`src/hdl/stb_pkg.sv`:
```
`default_nettype none

package stb_pkg;

    // Command codes carried on the input tuser
    typedef enum logic [1:0] {
        CMD_CREATE = 2'd0,
        CMD_START  = 2'd1,
        CMD_TICK   = 2'd2,
        CMD_CLEAR  = 2'd3
    } cmd_e;

    // At most this many expiries are reported for one tick
    localparam int MAX_FIRES = 8;

    // One result beat as it leaves the controller
    typedef struct packed {
        cmd_e        cmd;
        logic        status;
        logic [2:0]  timer_slot;
        logic        fired;
        logic [31:0] tick_now;
        logic        last;
    } res_t;

    // Status codes
    localparam logic ST_PASS = 1'b0;
    localparam logic ST_FAIL = 1'b1;

endpackage

`default_nettype wire

```
`src/hdl/stb_ram.sv`:
```
`default_nettype none

module stb_ram #(
    parameter int WIDTH = 64,
    parameter int DEPTH = 8,
    localparam int AW = (DEPTH > 1) ? $clog2(DEPTH) : 1
) (
    input  wire logic             aclk,
    input  wire logic             we,
    input  wire logic [AW-1:0]    waddr,
    input  wire logic [WIDTH-1:0] wdata,
    input  wire logic             re,
    input  wire logic [AW-1:0]    raddr,
    output logic      [WIDTH-1:0] rdata
);

    logic [WIDTH-1:0] mem [DEPTH];

    // Write port
    always_ff @(posedge aclk) begin
        if (we) begin
            mem[waddr] <= wdata;
        end
    end

    // Registered read; data holds while re is low
    always_ff @(posedge aclk) begin
        if (re) begin
            rdata <= mem[raddr];
        end
    end

endmodule

`default_nettype wire

```
`src/hdl/stb_out.sv`:
```
`default_nettype none

module stb_out
    import stb_pkg::*;
(
    input  wire logic aclk,
    input  wire logic aresetn,
    input  wire logic push,
    input  wire res_t res,
    output logic      in_ready,
    output logic      m_valid,
    input  wire logic m_ready,
    output res_t      m_res
);

    logic m_valid_reg;
    logic m_valid_next;
    res_t res_reg;

    // Free when empty or when the held beat leaves this cycle
    assign in_ready = !m_valid_reg || m_ready;

    always_comb begin
        m_valid_next = m_valid_reg;
        if (push) begin
            m_valid_next = 1'b1;
        end else if (m_ready) begin
            m_valid_next = 1'b0;
        end
    end

    always_ff @(posedge aclk) begin
        if (!aresetn) begin
            m_valid_reg <= 1'b0;
        end else begin
            m_valid_reg <= m_valid_next;
        end
    end

    // Load payload on push only
    always_ff @(posedge aclk) begin
        if (push) begin
            res_reg <= res;
        end
    end

    assign m_valid = m_valid_reg;
    assign m_res   = res_reg;

endmodule

`default_nettype wire

```
`src/hdl/stb_ctrl.sv`:
```
`default_nettype none

module stb_ctrl
    import stb_pkg::*;
#(
    parameter int NUM_SLOTS  = 8,
    parameter int TICK_WIDTH = 32,
    localparam int SW = (NUM_SLOTS > 1) ? $clog2(NUM_SLOTS) : 1
) (
    input  wire logic                    aclk,
    input  wire logic                    aresetn,
    // command side
    input  wire logic                    s_valid,
    output logic                         s_ready,
    input  wire cmd_e                    cmd,
    input  wire logic [31:0]             period,
    input  wire logic                    auto_reload,
    input  wire logic [2:0]              slot_select,
    // result side
    output logic                         push,
    output res_t                         res,
    input  wire logic                    out_ready,
    // slot memory: {period, expiry}
    output logic                         ram_we,
    output logic [SW-1:0]                ram_waddr,
    output logic [2*TICK_WIDTH-1:0]      ram_wdata,
    output logic                         ram_re,
    output logic [SW-1:0]                ram_raddr,
    input  wire logic [2*TICK_WIDTH-1:0] ram_rdata
);

    localparam int TW  = TICK_WIDTH;
    localparam int TNW = (TW > 32) ? TW : 32;
    localparam int IXW = (SW > 3) ? SW : 3;
    localparam int SXW = (SW > 3) ? SW : 3;
    localparam int FCW = $clog2(MAX_FIRES + 1);

    typedef enum logic [3:0] {
        S_IDLE  = 4'b0001,
        S_START = 4'b0010,
        S_SCAN  = 4'b0100,
        S_FINAL = 4'b1000
    } state_t;

    typedef struct packed {
        logic       status;
        logic [2:0] timer_slot;
        logic       fired;
    } fin_t;

    state_t         state_reg, state_next;
    logic [NUM_SLOTS-1:0] used_reg, used_next;
    logic [NUM_SLOTS-1:0] active_reg, active_next;
    logic [NUM_SLOTS-1:0] reload_reg, reload_next;
    logic [TW-1:0]  tick_reg, tick_next;
    logic [FCW-1:0] fire_cnt_reg, fire_cnt_next;
    logic           hold_valid_reg, hold_valid_next;
    logic [2:0]     hold_slot_reg, hold_slot_next;
    cmd_e           cmd_reg, cmd_next;
    fin_t           fin_reg, fin_next;
    logic [SW-1:0]  idx_reg, idx_next;

    logic [TNW-1:0] tick_ext;
    logic [31:0]    tick32;
    logic [TNW-1:0] per_ext;
    logic [TW-1:0]  per_m;
    logic [SXW-1:0] sel_ext;
    logic [SW-1:0]  sel_idx;
    logic           sel_ok;
    logic [SW-1:0]  free_idx;
    logic           free_found;
    logic [TW-1:0]  rd_per;
    logic [TW-1:0]  rd_exp;
    logic           fire_cand;
    logic           last_slot;
    logic           stall;

    // Report a slot index modulo eight
    function automatic logic [2:0] slot3(input logic [SW-1:0] idx);
        logic [IXW-1:0] t;
        t = IXW'(idx);
        return t[2:0];
    endfunction

    assign tick_ext = TNW'(tick_reg);
    assign tick32   = tick_ext[31:0];
    assign per_ext  = TNW'(period);
    assign per_m    = per_ext[TW-1:0];
    assign sel_ext  = SXW'(slot_select);
    assign sel_idx  = sel_ext[SW-1:0];
    assign sel_ok   = ({29'd0, slot_select} < 32'(NUM_SLOTS));
    assign rd_per   = ram_rdata[2*TW-1:TW];
    assign rd_exp   = ram_rdata[TW-1:0];

    // Lowest free slot
    always_comb begin
        free_idx   = '0;
        free_found = 1'b0;
        for (int i = NUM_SLOTS - 1; i >= 0; i--) begin
            if (!used_reg[i]) begin
                free_idx   = SW'(i);
                free_found = 1'b1;
            end
        end
    end

    // Scan stage: slot in idx_reg has its memory word in ram_rdata
    assign fire_cand = used_reg[idx_reg] && active_reg[idx_reg] && (tick_reg >= rd_exp)
                       && (fire_cnt_reg < FCW'(MAX_FIRES));
    assign last_slot = (idx_reg == SW'(NUM_SLOTS - 1));
    assign stall     = fire_cand && hold_valid_reg && !out_ready;

    assign s_ready = (state_reg == S_IDLE);

    always_comb begin
        state_next      = state_reg;
        used_next       = used_reg;
        active_next     = active_reg;
        reload_next     = reload_reg;
        tick_next       = tick_reg;
        fire_cnt_next   = fire_cnt_reg;
        hold_valid_next = hold_valid_reg;
        hold_slot_next  = hold_slot_reg;
        cmd_next        = cmd_reg;
        fin_next        = fin_reg;
        idx_next        = idx_reg;
        ram_we          = 1'b0;
        ram_waddr       = '0;
        ram_wdata       = '0;
        ram_re          = 1'b0;
        ram_raddr       = '0;
        push            = 1'b0;
        res             = '{cmd: cmd_reg, status: ST_PASS, timer_slot: 3'd0, fired: 1'b0,
                            tick_now: tick32, last: 1'b0};

        case (state_reg)
            S_IDLE: begin
                if (s_valid) begin
                    cmd_next = cmd;
                    case (cmd)
                        CMD_CREATE: begin
                            if (!free_found || per_m == '0) begin
                                fin_next = '{status: ST_FAIL, timer_slot: 3'd0, fired: 1'b0};
                            end else begin
                                used_next[free_idx]   = 1'b1;
                                active_next[free_idx] = 1'b0;
                                reload_next[free_idx] = auto_reload;
                                ram_we    = 1'b1;
                                ram_waddr = free_idx;
                                ram_wdata = {per_m, {TW{1'b0}}};
                                fin_next  = '{status: ST_PASS, timer_slot: slot3(free_idx),
                                              fired: 1'b0};
                            end
                            state_next = S_FINAL;
                        end
                        CMD_START: begin
                            if (!sel_ok) begin
                                fin_next   = '{status: ST_FAIL, timer_slot: slot_select,
                                               fired: 1'b0};
                                state_next = S_FINAL;
                            end else begin
                                ram_re     = 1'b1;
                                ram_raddr  = sel_idx;
                                idx_next   = sel_idx;
                                state_next = S_START;
                            end
                        end
                        CMD_TICK: begin
                            tick_next       = TW'(tick_reg + 1'b1);
                            ram_re          = 1'b1;
                            ram_raddr       = '0;
                            idx_next        = '0;
                            fire_cnt_next   = '0;
                            hold_valid_next = 1'b0;
                            state_next      = S_SCAN;
                        end
                        default: begin
                            used_next   = '0;
                            active_next = '0;
                            reload_next = '0;
                            tick_next   = '0;
                            fin_next    = '{status: ST_PASS, timer_slot: 3'd0, fired: 1'b0};
                            state_next  = S_FINAL;
                        end
                    endcase
                end
            end

            S_START: begin
                // Arm: expiry is tick plus the stored period
                ram_we               = 1'b1;
                ram_waddr            = idx_reg;
                ram_wdata            = {rd_per, TW'(tick_reg + rd_per)};
                active_next[idx_reg] = 1'b1;
                fin_next   = '{status: ST_PASS, timer_slot: slot3(idx_reg), fired: 1'b0};
                state_next = S_FINAL;
            end

            S_SCAN: begin
                if (!stall) begin
                    if (fire_cand) begin
                        // Reload or disarm the expiring slot
                        if (reload_reg[idx_reg]) begin
                            ram_we    = 1'b1;
                            ram_waddr = idx_reg;
                            ram_wdata = {rd_per, TW'(rd_exp + rd_per)};
                        end else begin
                            active_next[idx_reg] = 1'b0;
                        end
                        fire_cnt_next = FCW'(fire_cnt_reg + 1'b1);
                        // Release the earlier fire, now known not to be last
                        if (hold_valid_reg) begin
                            push = 1'b1;
                            res  = '{cmd: cmd_reg, status: ST_PASS, timer_slot: hold_slot_reg,
                                     fired: 1'b1, tick_now: tick32, last: 1'b0};
                        end
                        hold_slot_next  = slot3(idx_reg);
                        hold_valid_next = 1'b1;
                    end
                    if (!last_slot) begin
                        ram_re    = 1'b1;
                        ram_raddr = SW'(idx_reg + 1'b1);
                        idx_next  = SW'(idx_reg + 1'b1);
                    end else begin
                        hold_valid_next = 1'b0;
                        if (fire_cand) begin
                            fin_next = '{status: ST_PASS, timer_slot: slot3(idx_reg),
                                         fired: 1'b1};
                        end else if (hold_valid_reg) begin
                            fin_next = '{status: ST_PASS, timer_slot: hold_slot_reg,
                                         fired: 1'b1};
                        end else begin
                            fin_next = '{status: ST_PASS, timer_slot: 3'd0, fired: 1'b0};
                        end
                        state_next = S_FINAL;
                    end
                end
            end

            S_FINAL: begin
                if (out_ready) begin
                    push = 1'b1;
                    res  = '{cmd: cmd_reg, status: fin_reg.status,
                             timer_slot: fin_reg.timer_slot, fired: fin_reg.fired,
                             tick_now: tick32, last: 1'b1};
                    state_next = S_IDLE;
                end
            end

            default: begin
                state_next = S_IDLE;
            end
        endcase
    end

    // Control state
    always_ff @(posedge aclk) begin
        if (!aresetn) begin
            state_reg      <= S_IDLE;
            used_reg       <= '0;
            active_reg     <= '0;
            reload_reg     <= '0;
            tick_reg       <= '0;
            fire_cnt_reg   <= '0;
            hold_valid_reg <= 1'b0;
        end else begin
            state_reg      <= state_next;
            used_reg       <= used_next;
            active_reg     <= active_next;
            reload_reg     <= reload_next;
            tick_reg       <= tick_next;
            fire_cnt_reg   <= fire_cnt_next;
            hold_valid_reg <= hold_valid_next;
        end
    end

    // Payload
    always_ff @(posedge aclk) begin
        cmd_reg       <= cmd_next;
        fin_reg       <= fin_next;
        idx_reg       <= idx_next;
        hold_slot_reg <= hold_slot_next;
    end

`ifndef SYNTHESIS
    a_push_room: assert property (@(posedge aclk) disable iff (!aresetn)
        push |-> out_ready)
        else $error("result pushed while output register is full");

    a_fire_cap: assert property (@(posedge aclk) disable iff (!aresetn)
        fire_cnt_reg <= FCW'(MAX_FIRES))
        else $error("fire count beyond cap");

    a_hold_scan: assert property (@(posedge aclk) disable iff (!aresetn)
        (state_reg != S_SCAN) |-> !hold_valid_reg)
        else $error("pending fire outside a tick scan");

    a_tick_step: assert property (@(posedge aclk) disable iff (!aresetn)
        (s_valid && s_ready && cmd == CMD_TICK) |=>
            (state_reg == S_SCAN) && (tick_reg == TW'($past(tick_reg) + 1'b1)))
        else $error("tick did not advance into scan");

    a_mid_fired: assert property (@(posedge aclk) disable iff (!aresetn)
        (push && !res.last) |-> (res.fired && state_reg == S_SCAN))
        else $error("non-final beat that is not a fire");
`endif

endmodule

`default_nettype wire

```
`src/hdl/software_timer_bank_top.sv`:
```
`default_nettype none

// Bank of NUM_SLOTS timer slots driven by command beats. Create takes the
// lowest free slot, start arms a slot at tick plus period, tick advances the
// count and reports every expiring slot in index order (at most eight per
// tick, fired=1, tlast on the final one, or one beat with fired=0 when none
// expire), clear empties the bank and zeroes the tick. Slot periods and
// expiries live in one memory with a registered read; one command
// is processed at a time. A tick scans the slots in index order, reading
// one slot per cycle from the memory port unless a fire waits on output
// back-pressure. The next command is accepted the cycle after the last
// result is loaded into the output register, even while it waits.
module software_timer_bank_top
    import stb_pkg::*;
#(
    parameter int NUM_SLOTS  = 8,
    parameter int TICK_WIDTH = 32
) (
    input  wire logic        aclk,
    input  wire logic        aresetn,
    input  wire logic        s_tvalid,
    output logic             s_tready,
    input  wire logic [39:0] s_tdata,   // period[31:0], auto_reload[32], slot_select[35:33]
    input  wire logic [1:0]  s_tuser,   // command[1:0]
    output logic             m_tvalid,
    input  wire logic        m_tready,
    output logic      [39:0] m_tdata,   // status[0], timer_slot[3:1], fired[4], tick_now[36:5]
    output logic      [1:0]  m_tuser,   // command_echo[1:0]
    output logic             m_tlast
);

    localparam int SW = (NUM_SLOTS > 1) ? $clog2(NUM_SLOTS) : 1;
    localparam int RW = 2 * TICK_WIDTH;

    logic          push;
    res_t          res;
    res_t          m_res;
    logic          out_ready;
    logic          ram_we;
    logic [SW-1:0] ram_waddr;
    logic [RW-1:0] ram_wdata;
    logic          ram_re;
    logic [SW-1:0] ram_raddr;
    logic [RW-1:0] ram_rdata;

    stb_ctrl #(
        .NUM_SLOTS (NUM_SLOTS),
        .TICK_WIDTH(TICK_WIDTH)
    ) u_ctrl (
        .aclk       (aclk),
        .aresetn    (aresetn),
        .s_valid    (s_tvalid),
        .s_ready    (s_tready),
        .cmd        (cmd_e'(s_tuser)),
        .period     (s_tdata[31:0]),
        .auto_reload(s_tdata[32]),
        .slot_select(s_tdata[35:33]),
        .push       (push),
        .res        (res),
        .out_ready  (out_ready),
        .ram_we     (ram_we),
        .ram_waddr  (ram_waddr),
        .ram_wdata  (ram_wdata),
        .ram_re     (ram_re),
        .ram_raddr  (ram_raddr),
        .ram_rdata  (ram_rdata)
    );

    stb_ram #(
        .WIDTH(RW),
        .DEPTH(NUM_SLOTS)
    ) u_ram (
        .aclk (aclk),
        .we   (ram_we),
        .waddr(ram_waddr),
        .wdata(ram_wdata),
        .re   (ram_re),
        .raddr(ram_raddr),
        .rdata(ram_rdata)
    );

    stb_out u_out (
        .aclk    (aclk),
        .aresetn (aresetn),
        .push    (push),
        .res     (res),
        .in_ready(out_ready),
        .m_valid (m_tvalid),
        .m_ready (m_tready),
        .m_res   (m_res)
    );

    // Pack the result beat
    assign m_tdata = {3'b000, m_res.tick_now, m_res.fired, m_res.timer_slot, m_res.status};
    assign m_tuser = m_res.cmd;
    assign m_tlast = m_res.last;

endmodule

`default_nettype wire

```
`config.mk`:
```
export PLATFORM = sky130hd
export DESIGN_NAME = software_timer_bank_top
export DESIGN_NICKNAME = d
export VERILOG_FILES = /design/src/hdl/stb_pkg.sv /design/src/hdl/stb_ram.sv /design/src/hdl/stb_out.sv /design/src/hdl/stb_ctrl.sv /design/src/hdl/software_timer_bank_top.sv
export SDC_FILE = /design/constraint.sdc
export NUM_CORES = 1
export LEC_CHECK = 0
export BUFFER_PORTS_ARGS = -buffer_cell sky130_fd_sc_hd__clkbuf_2
export CAP_MARGIN = 20
export CORE_MARGIN = 4
export CORE_UTILIZATION = 35
export CTS_CLUSTER_DIAMETER = 30
export DETAILED_ROUTE_END_ITERATION = 12
export HOLD_SLACK_MARGIN = 0.05
export SETUP_SLACK_MARGIN = 0.05
export SLEW_MARGIN = 10
export SYNTH_ARGS = -nofsm -noshare
export SYNTH_HDL_FRONTEND = slang
export SYNTH_SLANG_ARGS = --single-unit
export TNS_END_PERCENT = 30
```
`constraint.sdc`:
```
create_clock -name aclk -period 10.9 [get_ports aclk]
set_input_delay 1.09 -clock aclk [delete_from_list [all_inputs] [get_ports aclk]]
set_output_delay 1.09 -clock aclk [all_outputs]
set_load 0.02 [all_outputs]
```
==> flow_summary.ini <==
[outcome]
status = complete, no violations

[route]
wire_per_inst_um = 22.46
drtIter0Drc = 1668
detail-route-antenna-nets = 0
vias_per_cell = 5.400
first_pass_iters = 7
routed_wl_um = 76640
vias = 18430
drcViolationCount = 0

[grt]
grt_pass1_wl_um = 115200
antenna_found_initial = 5
grt_pass1_vias = 18940
grt_max_degree = 107
gr-total-overflow = 0
grtUsageTotal_pct = 16.31

[sta]
setup_viol = 0
worst_slack_ns = 4.933
setup_tns_ns = 0
skew_ns = 0.04528
max_slew.worst_pin.slew_ns = 0.9949
min_period_over_period_pct = 54.74
finalCriticalPeriod_ns = 5.967
drv_slew = 0
fmax_ghz = 0.1676
slew_headroom_pct = 33.67
rsz0062_at_grt = false
hold_viol = 0
hold_ws_ns = 0.4199

[final_layout]
drive_gt1_share_pct = 24.53
stdcell_count = 3412
final_cell_area_mm2 = 0.03728
fill_cells = 7681
area_growth_pct = 20.75
fin_util_pct = 42.77
largest_reg_flops = 512
nets = 2293
top_register = u_ram.mem

[cts]
clk_pin_slew_worst_paths_ns = 0.05
tritoncts = built
postCtsSetupRepairBufs = 0
cts_max_level = 4
cts_buffers = 133
ctsResizeCount = 0
hold_buffers = 0
clk_latency_ns = 0.72
cts_root_buffer = clkbuf_16
clock-sinks = 695
cts_max_path_buffers = 3

[setup_path]
cp.required_ns = 11.22
end_kind = flip-flop
path_max_fanout = 47
arrival_ns = 6.29
path_class = reg -> reg
worstPathCellList = ha_1, a211oi_1, o21ai_0, a21oi_1, o21ai_0, a211oi_1, clkbuf_4, or4_1, buf_4, nand2_1, buf_4, a22oi_1, o21ai_0, nor2_4, buf_4
crit_buf_inv = 4
cp_top_family = compound AO/OA/AOI/OAI gates
slowest_delay_ns = 0.82
crit_slowest_cell = buf_4
cp-start-kind = flip-flop

[place]
placed_cell_area_mm2 = 0.03265
io_buffers = 83
dp_hpwl_um = 46630
place_ws_ns = 4.394
place_congestion = 0.8568
dp.cells = 3163

[logic_synthesis]
synth-edff-count = 629
synth_top_area_share_pct = 61.19
ys_seq_elements = 695
syn-cell-area_mm2 = 0.03087
synth_top_area_cell = edfxtp_1
ys_warn_count = 0
syn-instance-count = 1977
yosysMostFrequentCell = edfxtp_1
synth-seq-area-share_pct = 65.47
synth_area_leaders = edfxtp_1 (61%), mux4_2 (9.6%), dfxtp_1 (4.3%)
avgSynthCellArea_um2 = 15.61
async_flop_share_pct = 0
synthDistinctLibCells = 74
ys.flop_type = edfxtp_1
synthTopCellsByCount = edfxtp_1 (629), mux4_2 (132), nor2_1 (118), ha_1 (101), a21oi_1 (97)

[worst_hold_path]
hp-class = reg -> reg

[floorplan]
die_area_mm2 = 0.09301
dieWidth_um = 305.0
ios = 91
core_area_mm2 = 0.08716
die_h_um = 305.0
rows = 108
start_util_pct = 35.42

[pwr]
fin_total_pwr_mw = 7.459
power.leakage_nw = 13.14
ir_drop_v = 0.0001214
p_per_area_mw_per_mm2 = 200.1

[job]
max_cap_violations = 0
==> worst paths after layout <==
| path | to | start | slack [ns] | cells past startpoint |
|---|---|---|---|---|
| worst max-delay path | u_ram.mem[6][35] | u_ctrl.tick32[23] | 4.93 | 15 |
| worst max register to register | u_ram.mem[6][35] | u_ctrl.tick32[23] | 4.93 | 15 |
| worst min-delay path | u_out.m_res[38] | u_ctrl.cmd_reg[0] | 0.42 | 0 |
| worst min register to register | u_out.m_res[38] | u_ctrl.cmd_reg[0] | 0.42 | 0 |
==> where the power goes <==
part / leakage (nW) / switching, mW / total [mW] / internal [mW]
combinational: 4.31 / 0.235 / 0.389 / 0.154
sequential: 6.63 / 0.0396 / 2.98 / 2.94
clock: 2.19 / 1.47 / 4.09 / 2.62
total: 13.1 / 1.75 / 7.46 / 5.71
==> metal layers <==
metal  global-route usage (%)  routed length, um  up-vias
li1                         -                  -     8233
met1                    21.28              32800     9408
met2                    26.67              36850      623
met3                    3.680               4698      157
met4                    6.221               2259        4
met5                        0                 24        -
==> final cells by class <==
type                            count  area, um2  share of cell area, %
Antenna cell                        3      7.507                0.02014
Clock buffer                      141       3379                  9.066
Sequential cell                   695      20210                  54.22
Inverter                           56      210.2                 0.5639
Multi-Input combinational cell   1150      10180                  27.30
Tap cell                         1155       1445                  3.877
Timing Repair Buffer              108      615.6                  1.651
Clock inverter                    104       1231                  3.303
==> kinds of logic after synthesis <==
logic type	count (synthesis)	synth area share [%]
xor gates and xnor gates	81	2.298
buffers and inverters	134	2.006
AOI/OAI and AO/OA	357	7.470
adders and majority gates	103	4.223
muxes	201	12.13
other	1	0.01215
DFF	695	65.47
and+or+nand+nor	405	6.392
==> layout by cell type, fill, tap and decap left out, types with 36 or more instances in the layout <==
cell / netlist / layout
nand3_1: 46 / 46
mux4_2: 132 / 132
clkbuf_16: 0 / 134
ha_1: 101 / 101
nor2_1: 118 / 112
mux2_2: 65 / 65
inv_1: 55 / 55
clkbuf_2: 0 / 83
dfxtp_1: 66 / 66
xnor2_1: 36 / 36
o21ai_0: 70 / 69
xor2_1: 45 / 45
a21oi_1: 97 / 97
nand2_1: 95 / 94
edfxtp_1: 629 / 629
Power figures use the tool's default switching activity.
